<file path="config.mk">
export PLATFORM = sky130hd
export DESIGN_NAME = color_keyed_rect_blit_core
export DESIGN_NICKNAME = d
export VERILOG_FILES = /design/src/rtl/ckrb_pkg.sv /design/src/rtl/color_keyed_rect_blit_core.sv /design/src/rtl/ckrb_cfg_regs.sv /design/src/rtl/ckrb_addr_gen.sv /design/src/rtl/ckrb_pixel_pipe.sv
export VERILOG_INCLUDE_DIRS = /design/src /design/src/rtl
export SDC_FILE = /design/constraint.sdc
export NUM_CORES = 1
export LEC_CHECK = 0
export ABC_CLOCK_PERIOD_IN_PS = 8260
export BUFFER_PORTS_ARGS = -buffer_cell sky130_fd_sc_hd__buf_2
export CORE_ASPECT_RATIO = 0.7
export CORE_UTILIZATION = 30
export CTS_CLUSTER_SIZE = 28
export DETAILED_ROUTE_END_ITERATION = 12
export MAX_ROUTING_LAYER = met4
export SETUP_SLACK_MARGIN = 0.15
export SYNTH_ARGS = -nofsm -noshare
export SYNTH_HDL_FRONTEND = slang
export SYNTH_SLANG_ARGS = --single-unit
</file>
<file path="constraint.sdc">
create_clock -name clk_i -period 8.26 [get_ports clk_i]
set_clock_uncertainty 0.05 [all_clocks]
set_input_delay 1.239 -clock clk_i [delete_from_list [all_inputs] [get_ports clk_i]]
set_output_delay 1.239 -clock clk_i [all_outputs]
set_load 0.03 [all_outputs]
</file>
<file path="src/rtl/color_keyed_rect_blit_core_macros.svh">
// ----------------------------------------------------------------------------
// Assertion macros for the color-keyed rectangle blitter
// Shared shorthand for the concurrent checks in the RTL modules.
// ----------------------------------------------------------------------------
`ifndef COLOR_KEYED_RECT_BLIT_CORE_MACROS_SVH
`define COLOR_KEYED_RECT_BLIT_CORE_MACROS_SVH

// Same-cycle implication, disabled while reset is asserted.
`define CKRB_ASSERT_IMPL(label, clk, rst_n, ante, cons, msg) \
  label: assert property (@(posedge clk) disable iff (!rst_n) (ante) |-> (cons)) \
    else $error(msg);

// Next-cycle implication, disabled while reset is asserted.
`define CKRB_ASSERT_NEXT(label, clk, rst_n, ante, cons, msg) \
  label: assert property (@(posedge clk) disable iff (!rst_n) (ante) |=> (cons)) \
    else $error(msg);

`endif

</file>
<file path="src/rtl/ckrb_pkg.sv">
// ----------------------------------------------------------------------------
// ckrb_pkg
// Types, register codes and constants shared by the blitter modules.
// ----------------------------------------------------------------------------
package ckrb_pkg;

  // Frame-buffer row pitch in bytes.
  localparam logic [15:0] SCREEN_WIDTH = 16'd320;

  localparam int unsigned CFG_INDEX_W = 3;
  localparam int unsigned CFG_DATA_W  = 16;

  // Register indexes of the configuration port.
  typedef enum logic [CFG_INDEX_W-1:0] {
    CFG_DEST_START  = 3'd0,
    CFG_RECT_WIDTH  = 3'd1,
    CFG_RECT_HEIGHT = 3'd2,
    CFG_BLIT_MODE   = 3'd3,
    CFG_COLOR_ADD   = 3'd4
  } cfg_idx_e;

  // Reset values of the registers.
  localparam logic [15:0] DEST_START_RST  = 16'd0;
  localparam logic [8:0]  RECT_WIDTH_RST  = 9'd1;
  localparam logic [7:0]  RECT_HEIGHT_RST = 8'd1;
  localparam logic [1:0]  BLIT_MODE_RST   = 2'd0;
  localparam logic [7:0]  COLOR_ADD_RST   = 8'd0;

  typedef struct packed {
    logic [15:0] dest_start;
    logic [8:0]  rect_width;
    logic [7:0]  rect_height;
    logic [1:0]  blit_mode;
    logic [7:0]  color_add;
  } cfg_t;

  // Rectangle restart caused by a geometry register write.
  typedef struct packed {
    logic        valid;
    logic [15:0] start;
  } restart_t;

  // One pixel on its way from the input register to the result register.
  typedef struct packed {
    logic [7:0]  src;
    logic [15:0] addr;
    logic        last;
    logic        keyed;
    logic        add;
    logic [7:0]  color_add;
  } pix_job_t;

endpackage

</file>
<file path="src/rtl/color_keyed_rect_blit_core.sv">
// ----------------------------------------------------------------------------
// color_keyed_rect_blit_core
// 8-bit-per-pixel rectangle blitter with zero color key and optional
// wrapping color add; turns a row-major pixel stream into frame-buffer writes.
// ----------------------------------------------------------------------------
//
//   Channel  Direction  Handshake              Beat contents
//   -------  ---------  ---------------------  ---------------------------------
//   in       sink       in_valid_i/in_stall_o  src_pixel_i
//   out      source     out_valid_o/out_stall_i dest_address_o, pixel_out_o,
//                                              write_enable_o, last_pixel_o
//   cfg      sink       cfg_valid_i/cfg_ready_o cfg_index_i, cfg_data_i
//
// Each pixel beat passes through two registers, first the input register
// and then the result register.
// One beat is accepted every cycle unless held by an output stall; the rate
// is set by the single pass through the key/add logic between the registers.
// A stall on the output ripples back to in_stall_o in the same cycle, and the
// two registers hold up to two beats while the output is stalled.
// Reset is asynchronous and active low; it sets the registers to their
// defaults and clears the rectangle counters. cfg_ready_o is always high.
// ----------------------------------------------------------------------------
module color_keyed_rect_blit_core (
  input  logic                              clk_i,
  input  logic                              rst_ni,
  // Pixel input
  input  logic                              in_valid_i,
  output logic                              in_stall_o,
  input  logic [7:0]                        src_pixel_i,
  // Write output
  output logic                              out_valid_o,
  input  logic                              out_stall_i,
  output logic [15:0]                       dest_address_o,
  output logic [7:0]                        pixel_out_o,
  output logic                              write_enable_o,
  output logic                              last_pixel_o,
  // Configuration writes
  input  logic                              cfg_valid_i,
  output logic                              cfg_ready_o,
  input  logic [ckrb_pkg::CFG_INDEX_W-1:0]  cfg_index_i,
  input  logic [ckrb_pkg::CFG_DATA_W-1:0]   cfg_data_i
);

  ckrb_pkg::cfg_t     cfg;
  ckrb_pkg::restart_t restart;
  ckrb_pkg::pix_job_t job;
  logic [15:0]        addr;
  logic               last;
  logic               in_accept;

  // The counters step exactly when a pixel beat enters the input register.
  assign in_accept = in_valid_i & ~in_stall_o;

  ckrb_cfg_regs u_cfg_regs (
    .clk_i       (clk_i),
    .rst_ni      (rst_ni),
    .cfg_valid_i (cfg_valid_i),
    .cfg_ready_o (cfg_ready_o),
    .cfg_index_i (cfg_index_i),
    .cfg_data_i  (cfg_data_i),
    .cfg_o       (cfg),
    .restart_o   (restart)
  );

  ckrb_addr_gen u_addr_gen (
    .clk_i     (clk_i),
    .rst_ni    (rst_ni),
    .cfg_i     (cfg),
    .restart_i (restart),
    .advance_i (in_accept),
    .addr_o    (addr),
    .last_o    (last)
  );

  // Mode decode: any nonzero mode keys out zero, bit 1 enables the add,
  // so mode 3 behaves like mode 2.
  always_comb begin
    job.src       = src_pixel_i;
    job.addr      = addr;
    job.last      = last;
    job.keyed     = (cfg.blit_mode != 2'd0);
    job.add       = cfg.blit_mode[1];
    job.color_add = cfg.color_add;
  end

  ckrb_pixel_pipe u_pixel_pipe (
    .clk_i          (clk_i),
    .rst_ni         (rst_ni),
    .in_valid_i     (in_valid_i),
    .in_stall_o     (in_stall_o),
    .job_i          (job),
    .out_valid_o    (out_valid_o),
    .out_stall_i    (out_stall_i),
    .dest_address_o (dest_address_o),
    .pixel_out_o    (pixel_out_o),
    .write_enable_o (write_enable_o),
    .last_pixel_o   (last_pixel_o)
  );

endmodule

</file>
<file path="src/rtl/ckrb_cfg_regs.sv">
// ----------------------------------------------------------------------------
// ckrb_cfg_regs
// Configuration register file; flags geometry writes as rectangle restarts.
// ----------------------------------------------------------------------------
module ckrb_cfg_regs (
  input  logic                              clk_i,
  input  logic                              rst_ni,
  input  logic                              cfg_valid_i,
  output logic                              cfg_ready_o,
  input  logic [ckrb_pkg::CFG_INDEX_W-1:0]  cfg_index_i,
  input  logic [ckrb_pkg::CFG_DATA_W-1:0]   cfg_data_i,
  output ckrb_pkg::cfg_t                    cfg_o,
  output ckrb_pkg::restart_t                restart_o
);

  ckrb_pkg::cfg_t cfg_q, cfg_d;
  logic           wr;

  assign cfg_ready_o = 1'b1;
  assign wr          = cfg_valid_i & cfg_ready_o;

  always_comb begin
    cfg_d             = cfg_q;
    restart_o.valid   = 1'b0;
    restart_o.start   = cfg_q.dest_start;
    if (wr) begin
      case (ckrb_pkg::cfg_idx_e'(cfg_index_i))
        ckrb_pkg::CFG_DEST_START: begin
          cfg_d.dest_start = cfg_data_i[15:0];
          restart_o.valid  = 1'b1;
          restart_o.start  = cfg_data_i[15:0];
        end
        ckrb_pkg::CFG_RECT_WIDTH: begin
          cfg_d.rect_width = cfg_data_i[8:0];
          restart_o.valid  = 1'b1;
        end
        ckrb_pkg::CFG_RECT_HEIGHT: begin
          cfg_d.rect_height = cfg_data_i[7:0];
          restart_o.valid   = 1'b1;
        end
        ckrb_pkg::CFG_BLIT_MODE: begin
          cfg_d.blit_mode = cfg_data_i[1:0];
        end
        ckrb_pkg::CFG_COLOR_ADD: begin
          cfg_d.color_add = cfg_data_i[7:0];
        end
        default: begin
          cfg_d = cfg_q;
        end
      endcase
    end
  end

  always_ff @(posedge clk_i or negedge rst_ni) begin
    if (!rst_ni) begin
      cfg_q.dest_start  <= ckrb_pkg::DEST_START_RST;
      cfg_q.rect_width  <= ckrb_pkg::RECT_WIDTH_RST;
      cfg_q.rect_height <= ckrb_pkg::RECT_HEIGHT_RST;
      cfg_q.blit_mode   <= ckrb_pkg::BLIT_MODE_RST;
      cfg_q.color_add   <= ckrb_pkg::COLOR_ADD_RST;
    end else begin
      cfg_q <= cfg_d;
    end
  end

  assign cfg_o = cfg_q;

endmodule

</file>
<file path="src/rtl/ckrb_addr_gen.sv">
// ----------------------------------------------------------------------------
// ckrb_addr_gen
// Column/row counters and row base address of the rectangle walk.
// ----------------------------------------------------------------------------
`include "color_keyed_rect_blit_core_macros.svh"

module ckrb_addr_gen (
  input  logic                clk_i,
  input  logic                rst_ni,
  input  ckrb_pkg::cfg_t      cfg_i,
  input  ckrb_pkg::restart_t  restart_i,
  input  logic                advance_i,
  output logic [15:0]         addr_o,
  output logic                last_o
);

  logic [8:0]  col_q, col_d;
  logic [7:0]  row_q, row_d;
  logic [15:0] base_q, base_d;
  logic [8:0]  w_m1;
  logic [7:0]  h_m1;
  logic        end_row;

  // A zero width or height acts as one.
  assign w_m1    = (cfg_i.rect_width == 9'd0) ? 9'd0 : cfg_i.rect_width - 9'd1;
  assign h_m1    = (cfg_i.rect_height == 8'd0) ? 8'd0 : cfg_i.rect_height - 8'd1;
  assign end_row = (col_q >= w_m1);
  assign last_o  = end_row & (row_q >= h_m1);
  assign addr_o  = base_q + {7'd0, col_q};

  always_comb begin
    col_d  = col_q;
    row_d  = row_q;
    base_d = base_q;
    if (restart_i.valid) begin
      col_d  = 9'd0;
      row_d  = 8'd0;
      base_d = restart_i.start;
    end else if (advance_i) begin
      if (last_o) begin
        col_d  = 9'd0;
        row_d  = 8'd0;
        base_d = cfg_i.dest_start;
      end else if (end_row) begin
        col_d  = 9'd0;
        row_d  = row_q + 8'd1;
        base_d = base_q + ckrb_pkg::SCREEN_WIDTH;
      end else begin
        col_d = col_q + 9'd1;
      end
    end
  end

  always_ff @(posedge clk_i or negedge rst_ni) begin
    if (!rst_ni) begin
      col_q  <= 9'd0;
      row_q  <= 8'd0;
      base_q <= ckrb_pkg::DEST_START_RST;
    end else begin
      col_q  <= col_d;
      row_q  <= row_d;
      base_q <= base_d;
    end
  end

  `CKRB_ASSERT_IMPL(a_col_in_row, clk_i, rst_ni, 1'b1, col_q <= w_m1, "column past row end")
  `CKRB_ASSERT_IMPL(a_row_in_rect, clk_i, rst_ni, 1'b1, row_q <= h_m1, "row past rect end")
  `CKRB_ASSERT_NEXT(a_last_wraps, clk_i, rst_ni, advance_i && last_o,
                    col_q == 9'd0 && row_q == 8'd0, "counts not cleared after last pixel")

endmodule

</file>
<file path="src/rtl/ckrb_pixel_pipe.sv">
// ----------------------------------------------------------------------------
// ckrb_pixel_pipe
// Input register, color-key and color-add logic, and result register.
// ----------------------------------------------------------------------------
`include "color_keyed_rect_blit_core_macros.svh"

module ckrb_pixel_pipe (
  input  logic                clk_i,
  input  logic                rst_ni,
  input  logic                in_valid_i,
  output logic                in_stall_o,
  input  ckrb_pkg::pix_job_t  job_i,
  output logic                out_valid_o,
  input  logic                out_stall_i,
  output logic [15:0]         dest_address_o,
  output logic [7:0]          pixel_out_o,
  output logic                write_enable_o,
  output logic                last_pixel_o
);

  logic               s1_valid_q, s1_valid_d;
  logic               out_valid_q, out_valid_d;
  ckrb_pkg::pix_job_t job_q;
  logic               out_ready;
  logic               s1_ready;
  logic               in_accept;
  logic               we;
  logic [7:0]         sum;
  logic [7:0]         pix;
  logic [15:0]        addr_q;
  logic [7:0]         pix_q;
  logic               we_q;
  logic               last_q;

  assign out_ready  = ~out_valid_q | ~out_stall_i;
  assign s1_ready   = ~s1_valid_q | out_ready;
  assign in_stall_o = ~s1_ready;
  assign in_accept  = in_valid_i & s1_ready;

  // Zero is the key color whenever keying is on.
  assign we  = ~(job_q.keyed & (job_q.src == 8'd0));
  assign sum = job_q.src + job_q.color_add;
  assign pix = we ? (job_q.add ? sum : job_q.src) : 8'd0;

  always_comb begin
    s1_valid_d  = s1_valid_q;
    out_valid_d = out_valid_q;
    if (out_ready) begin
      out_valid_d = s1_valid_q;
    end
    if (s1_ready) begin
      s1_valid_d = in_valid_i;
    end
  end

  always_ff @(posedge clk_i or negedge rst_ni) begin
    if (!rst_ni) begin
      s1_valid_q  <= 1'b0;
      out_valid_q <= 1'b0;
    end else begin
      s1_valid_q  <= s1_valid_d;
      out_valid_q <= out_valid_d;
    end
  end

  always_ff @(posedge clk_i) begin
    if (in_accept) begin
      job_q <= job_i;
    end
    if (out_ready && s1_valid_q) begin
      addr_q <= job_q.addr;
      pix_q  <= pix;
      we_q   <= we;
      last_q <= job_q.last;
    end
  end

  assign out_valid_o    = out_valid_q;
  assign dest_address_o = addr_q;
  assign pixel_out_o    = pix_q;
  assign write_enable_o = we_q;
  assign last_pixel_o   = last_q;

  `CKRB_ASSERT_IMPL(a_masked_zero, clk_i, rst_ni, out_valid_q && !we_q, pix_q == 8'd0,
                    "transparent pixel carries a nonzero value")
  `CKRB_ASSERT_NEXT(a_accept_fills, clk_i, rst_ni, in_accept, s1_valid_q,
                    "accepted beat not held in input register")
  `CKRB_ASSERT_NEXT(a_s1_holds, clk_i, rst_ni, s1_valid_q && !out_ready, s1_valid_q,
                    "input register dropped a beat while blocked")

endmodule

</file>
==> metrics list, run 1 <==
* Total of hold buffers inserted after clock tree synthesis: 0
* Worst VDD drop: 0.000168 V
* Crit path kind: reg -> reg
* Min-delay worst type: reg -> reg
* Highest net fanout along the worst path: 12
- Power spread over the standard cell area amounts to 286 nW/um^2.
* Total negative slack: 0 ns
- The clock tree synthesis step divided the H-tree into 4 levels.
* Count of boundary I/O pins: 61
- In the final layout, the share of cells above drive strength 1 is a little under a quarter.
* Initial DRC count: about 310
- Result of the run: complete, no violations
* Category of the worst setup path capture point: register
- Post-route cell area: roughly 8300 sq um
- Static timing analysis puts the maximum clock frequency at 257 MHz.
- Area of the mapped netlist: approximately 7000 sq um
- Final period utilization: 47.1%
- Leak Pwr: about 0.0035 uW
- TritonCTS built the clock tree.
- In this run, post-CTS repair resized a total of 0 instances.
- Across all register-to-register paths, the minimum setup slack is 4.37 ns.
- From left edge to right edge, the die measures 185 um.
* Cells after Synth: 591
- The floorplan step defined a core boundary enclosing ~23000 sq um.
* Initial antenna violation count: 0
- Setup repair after global routing missed its margin: false
* Arrival time at the worst endpoint: 4.20 ns
- For hold timing, the worst endpoint is u_pixel_pipe.dest_address_o[12].
- Number of synthesized flops with an enable pin: between 60 and 70
- Sequential fraction of the synthesis area: 54.0%
- GRT overflow: 0
- CTS clk-pin slew, worst paths: 0.06 ns
* Iteration count of the initial detailed-routing pass: 5
* Average vias per placed instance: ~4.8
- Final non-filler cell total: just under 1000
- Total vias in the final route: 4710
- The first global-routing pass estimated roughly 25000 um of wire.
- # Max-Cap Violations: 0
- Global-route total usage across every layer: 14.5%
* Number of failing hold endpoints at the final stage: 0
- Counting every net in the synthesized netlist gives between 600 and 700.
- Mean routed wirelength per cell: around 16 um
* Number of synthesized register bits: 139
* Hold path startpoint: u_pixel_pipe.job_q[23]
- Vertical die dimension: between 100 and 150 um
- The longest clock path from root to sink contains 2 buffers.
- Number of clock buffers inserted by TritonCTS: 17
- After detailed routing, the number of remaining DRC violations is 0.
- Share of flip-flops with an asynchronous set or reset after synthesis: between 50% and 60%
- Headroom to the max-slew limit came out at 42.9%.
- Total setup buffers inserted after CTS: 0
- Clock tree synthesis found a total of 139 sinks.
- Layout Nets: 731
- Layout overhead on the synthesized area: 18.1%
- The total count of max-transition violations in the final report is 0.
- The worst register-to-register path begins at u_cfg_regs.cfg_o[22].
- At the worst endpoint, the required time is between 8 and 9 ns.
* Via count of the first global-routing pass: roughly 4600
- Final period demand of the worst path: 3.89 ns
- The final layout contains routed wiring with a total length of 15600 um.
* Pin count of the biggest net entering global routing: just over 60
- The worst register-to-register path has a depth of 13.
- In this run, placement finished with an instance count of about 950.
- Synth Warn #: 0
* Cell area after placement: around 7700 sq um
- 0 antenna diodes ended up in the layout.
- Row count: between 40 and 50
- Primary FF master, synth: dfrtp_1
* Transition time at the pin with the least slew margin: roughly 0.85 ns
- Syn_area_per_cell: roughly 12 sq um
- Buffers placed on the I/O ports in this run total a little under 60.
- At the end of the flow the core is filled with cells to 36.3%.
- The netlist uses 60 different library cells.
- Initial core utilization: between 30% and 40%
- The worst setup path is launched from a register.
* Min-Delay Path Depth: 0
- For the worst-skew pair, the clock arrives at the later sink with an insertion delay of ~0.43 ns.
- The filler cells instantiated in the layout total between 2000 and 2500.
- The congestion estimate from routability-driven global placement came to 0.787.
* Cell at the root of the clock tree: clkbuf_16
* Remaining number of nets flagged by the antenna check after routing: 0
- Capturing point of the worst reg2reg path: u_addr_gen.row_q[0]
- Die ar.: around 24000 sq um
* Half-perimeter wire length after placement: approximately 11000 um
- Setup violations remaining at the end of the flow were counted as 0.
==> Yosys cell counts (7+ instances only) <==
| cell | n | area share [%] |
|---|---|---|
| nor2_1 | 37 | 2.0 |
| nand3_1 | 11 | 0.79 |
| dfrtp_1 | 76 | 27 |
| o21ai_0 | 18 | 1.3 |
| a21o_1 | 10 | 1.1 |
| o22ai_1 | 8 | 0.71 |
| xor2_1 | 20 | 2.5 |
| a211o_1 | 7 | 0.87 |
| a21oi_1 | 29 | 2.1 |
| edfxtp_1 | 61 | 26 |
| nor2b_1 | 9 | 0.80 |
| nand2_1 | 45 | 2.4 |
| inv_1 | 20 | 1.1 |
| ha_1 | 38 | 6.8 |
| mux2i_1 | 11 | 1.6 |
| xnor2_1 | 19 | 2.4 |
| o21a_1 | 7 | 0.75 |
| clkbuf_1 | 10 | 0.54 |
| o211ai_1 | 7 | 0.75 |
| mux2_2 | 42 | 6.7 |
| nor3_1 | 19 | 1.4 |
==> sequential cells by signal (all words and copies together), names as in the netlist <==
register and count:
u_addr_gen.base_q 16, u_pixel_pipe.out_valid_o 1, u_pixel_pipe.pixel_out_o 8, u_pixel_pipe.job_q 35, u_pixel_pipe.write_enable_o 1, u_pixel_pipe.last_pixel_o 1, u_cfg_regs.cfg_o 43, u_pixel_pipe.dest_address_o 16
u_pixel_pipe.s1_valid_q 1, u_addr_gen.col_q 9, u_addr_gen.row_q 8
==> through the flow <==
| stage | hold WS, ns | setup WS [ns] | power (uW) |
|---|---|---|---|
| finish | 0.374 | 4.37 | 2370 |
| CTS | 0.370 | 4.38 | 2390 |
| floorplan | 0.350 | 4.60 | 1440 |
| global placement | 0.355 | 4.47 | 1600 |
| global route | 0.378 | 3.96 | 2510 |
| detailed placement | 0.355 | 4.40 | 1600 |
==> cell usage in the layout, fill, tap and decap left out, types with 19 or more instances in the layout <==
| master | instances |
|---|---|
| xnor2_1 | 19 |
| xor2_1 | 20 |
| inv_1 | 20 |
| mux2_2 | 42 |
| buf_2 | 58 |
| nor3_1 | 19 |
| dfrtp_1 | 76 |
| a21oi_1 | 29 |
| ha_1 | 38 |
| nand2_1 | 45 |
| nor2_1 | 37 |
| edfxtp_1 | 61 |
==> logic make-up (layout without fill, tap and decap cells) <==
kind of cell / count (synthesis) / count (layout) / synth area share, %
AOI/OAI and AO/OA: 117 / 117 / 11.3
DFF: 139 / 139 / 54.0
and+or+nand+nor: 163 / 163 / 11.8
other: 1 / 1 / 0.0535
muxes: 53 / 53 / 8.32
buffers and inverters: 39 / 120 / 2.32
xor gates and xnor gates: 39 / 39 / 4.87
adders and majority gates: 40 / 40 / 7.35
==> power by group <==
| part | switching, uW | total, uW | internal, uW |
|---|---|---|---|
| Clock | 316 | 775 | 459 |
| Combinational | 314 | 576 | 262 |
| Sequential | 123 | 1020 | 893 |
| Total | 753 | 2370 | 1610 |
==> worst max-delay path by stage <==
| stage | start | endpoint | cells past startpoint |
|---|---|---|---|
| CTS | u_cfg_regs.cfg_o[22] | u_addr_gen.row_q[0] | 13 |
| global route | u_cfg_regs.cfg_o[22] | u_addr_gen.row_q[0] | 13 |
| floorplan | out_stall_i | u_pixel_pipe.dest_address_o[0] | 1 |
| detailed placement | u_cfg_regs.cfg_o[22] | u_addr_gen.row_q[0] | 13 |
| global placement | u_cfg_regs.cfg_o[22] | u_addr_gen.row_q[0] | 13 |
| finish | u_cfg_regs.cfg_o[22] | u_addr_gen.row_q[0] | 13 |
==> critical path, cell delays in order, from the launching register on <==
cell and delay, ns:
dfrtp_1 0.42, nor4_1 0.37, nand2_1 0.16, or4_1 0.54
and2_1 0.22, ha_1 0.26, nor3b_1 0.18, o21a_1 0.19
o211ai_2 0.19, o21ai_1 0.13, buf_4 0.23, inv_1 0.22
nor3_1 0.43, mux2_2 0.23
==> cell type report <==
| class | instances | area (sq um) | area share, % |
|---|---|---|---|
| clock buffer | 18 | 439 | 5.31 |
| timing repair buffer | 67 | 358 | 4.32 |
| clock inverter | 14 | 159 | 1.92 |
| sequential | 139 | 3790 | 45.7 |
| multi-input combinational | 413 | 3070 | 37.0 |
| inverter | 21 | 78.8 | 0.952 |
| tap | 312 | 390 | 4.72 |
==> layer usage <==
layer  track usage, %  share of wire [%]  vias to the layer above
met3             3.52                4.4                        9
met5                -                  0                        -
met1             20.5                 51                     2298
met4             3.99               0.60                        0
li1                 -                  -                     2305
met2             20.4                 44                       98
(Power assumes the default switching activity.)
==> inputs of run 2 (changes only) <==
Settings changed: ABC_CLOCK_PERIOD_IN_PS 8260 to 3300.
Clock period 8.26 ns to 3.3 ns, I/O delays scaled along.
==> run 2 against run 1 <==
Count of clock-buffer cells in the layout increased by 4. Sequential share of layout area decreased by 2.9 points. Core utilization increased by 2.5 points. Wire length increased by 6.7%. Final cell count increased by 2.5%. Global-route usage increased by 0.17 points. Worst setup slack got worse by 4.3 ns. Cell area increased by 6.9%. Highest routed layer unchanged.
==> metrics list, run 2 (synthesis results as in run 1) <==
- Result of the run: complete, no violations
- Layout overhead on the synthesized area: 26.2%
- Number of failing hold endpoints at the final stage: 0
* Vertical die dimension: between 100 and 150 um
- Relative contribution of combinational cells to total power: 27.1%
- Category of the worst setup path capture point: register
* Max transition margin: 31.8%
* Layout Nets: approximately 760
- STA puts the critical path data required time at ~3.6 ns.
- Max reg flops: 43
* Remaining number of nets flagged by the antenna check after routing: 0
- Detailed-route DRC error count: 0
* Net switching component of the power: roughly 2000 uW
- After detailed routing, the average wire length per cell comes to 16.5 um.
- Internal power comes to between 4000 and 5000 uW.
* Final count of negative-setup-slack endpoints: 0
- Final Core Density: around two fifths
* Core footprint: between 20000 and 25000 sq um
- Number of inserted filler cells in the final layout: between 2000 and 2500
- The critical path is of the reg -> reg type.
- The path class of the tightest hold or removal check is in -> async.
- Fraction of layout cells with a size suffix above 1: 33.1%
* Final period utilization: a little over nine tenths
- Crit path launch type: register
- The final layout contains routed wiring with a total length of roughly 17000 um.
* Pwr per Cell Area: 696 nW/um^2
- For this design the top-level I/O count stands at 61.
- Port Buffers: just under 60
- Power consumption: roughly 6200 uW
- Initial core utilization: 30.8%
- Setup repair after global routing could not meet its margin everywhere.
* Initial antenna violation count: 0
* CTS tree: built
* # Max-Cap Violations: 0
- Leading cell type in the layout, fill and taps excluded: dfrtp_1
- Across all layers, the routed design uses 4845 vias.
- For this run, the total global-route usage over all layers was measured as around 15%.
* Leak Pwr: 0.00372 uW
- Placer congestion estimate: ~0.9
- GRT overflow: 0
- From left edge to right edge, the die measures approximately 180 um.
- IR analysis of the VDD net gives a maximum drop of about 0.00044 V.
- The number of global-route vias before repair was 4682.
* Clock network fraction of total power: a little under a third
* Number of clock buffers inserted by TritonCTS: 17
- Global-route wire length before repair: roughly 26000 um
- Total negative slack: 0 ns
* Highest net fanout along the worst path: 5
- Clk Latency, worst-skew pair: 0.43 ns
- Iteration count of the initial detailed-routing pass: 4
* Maximum root-to-sink buffer count: 2
- Clock-pin slew was measured on the worst setup and hold paths at 0.06 ns.
* Diodes inserted: 0
- Total of hold buffers inserted after clock tree synthesis: 0
- For this run, the top clock speed supported by timing is roughly 310 MHz.
* Max-slew violation total from the final report: 0
* Half-perimeter wire length after placement: about 11000 um
- Entering global routing, the biggest net connects 79 pins.
- At the pin with the least slew margin, the transition time is approximately 1.0 ns.
* Switching part of the total: around a third
- The H-tree generated during clock tree synthesis spans 4 levels.
* Row count: 46
- Final period demand of the worst path: 3.23 ns
- Sequential cells burn slightly above 40% of the power.
- Using the TritonRoute via totals, the vias-per-cell ratio works out to a little under 5.
* Die ar.: around 24000 sq um
- For this block, the initial DRC count from the detailed router was between 200 and 250.
- Clock sink total: around 140
* Arrival time at the worst endpoint: roughly 3.5 ns
- The library cells used most frequently in the layout, excluding fill and tap cells, are 75 x dfrtp_1, 61 x edfxtp_1, 59 x buf_2.
* Cell at the root of the clock tree: clkbuf_16
-- run 2: cell types whose count changed in the layout (fill, tap and decap cells not counted), moves of 3 or more --
cell | before | now
nand2_4 | 0 | 4
ha_1 | 38 | 31
ha_4 | 0 | 5
inv_2 | 0 | 3
nand2_1 | 45 | 40
buf_6 | 0 | 6
o21ai_0 | 18 | 14
inv_6 | 6 | 3
a21oi_2 | 0 | 3
a21oi_1 | 29 | 25
inv_1 | 20 | 17
buf_4 | 9 | 26
nor3_1 | 19 | 16
-- run 2: cell type report --
cell class                      instances  area, sq um  share of cell area [%]
Inverter                               21         78.8                   0.891
Clock inverter                         10          101                    1.15
Sequential cell                       139         3790                    42.8
Multi-Input combinational cell        413         3400                    38.5
Tap cell                              312          390                    4.41
Timing Repair Buffer                   92          578                    6.53
Clock buffer                           22          507                    5.73
-- run 2: path summary, 6_finish.rpt --
| kind | startpoint | cells past startpoint | end | slack (ns) |
|---|---|---|---|---|
| setup reg to reg | u_cfg_regs.cfg_o[21] | 14 | u_addr_gen.row_q[5] | 0.07 |
| hold / removal | rst_ni | 1 | u_cfg_regs.cfg_o[42] | 0.18 |
| hold reg to reg | u_pixel_pipe.job_q[16] | 0 | u_pixel_pipe.dest_address_o[5] | 0.37 |
| max in group asynchronous | rst_ni | 1 | u_cfg_regs.cfg_o[21] | 2.28 |
| min in group clk_i | src_pixel_i[0] | 1 | u_pixel_pipe.job_q[27] | 0.20 |
| setup / recovery | u_cfg_regs.cfg_o[21] | 14 | u_addr_gen.row_q[5] | 0.07 |
-- run 2: critical path: stages, from the launching register on --
cell,delay [ns]
dfrtp_2,0.43
nor4_4,0.29
nand2_1,0.11
or4_4,0.45
buf_6,0.16
nand2_4,0.06
ha_4,0.12
and4_4,0.23
o211ai_1,0.13
o211ai_4,0.35
o21ai_2,0.14
inv_2,0.15
buf_6,0.14
o31ai_4,0.07
a22o_1,0.24
-- run 2: metal layers --
layer / part of all wire, % / track usage (%) / routed length [um]
met4: 1.0 / 4.23 / 171
met2: 44 / 21.6 / 7390
met1: 50 / 20.0 / 8390
met5: 0 / - / 0
met3: 4.3 / 3.38 / 725
-- run 2: repair_timing --
action                     4_1_cts  5_1_grt
resized for setup               14       58
pin swaps                        5       26
gates cloned                     0        1
buffers inserted                 4        7
setup endpoints to repair       25       33
-- run 2: power by group through the flow --
stage / Clock, uW / Sequential (uW) / Combinational, uW
global route: 2060 / 2590 / 1870
global placement: 0 / 2560 / 1480
detailed placement: 0 / 2560 / 1500
CTS: 1990 / 2530 / 1550
floorplan: 0 / 2550 / 1060
finish: 1940 / 2550 / 1670
-- run 2: per-stage QoR --
step           setup slack (ns)  instance area (sq um)  hold slack [ns]  std cells
4_1_cts                   0.114                   8500            0.180       1001
3_5_place_dp            -0.0649                   7810            0.355        965
2_1_floorplan             0.167                   7020            0.149        591
6_report                 0.0656                   8850            0.185       1009
3_3_place_gp           -0.00106                   7810            0.352        965
5_1_grt                 -0.0911                   8850            0.180       1009
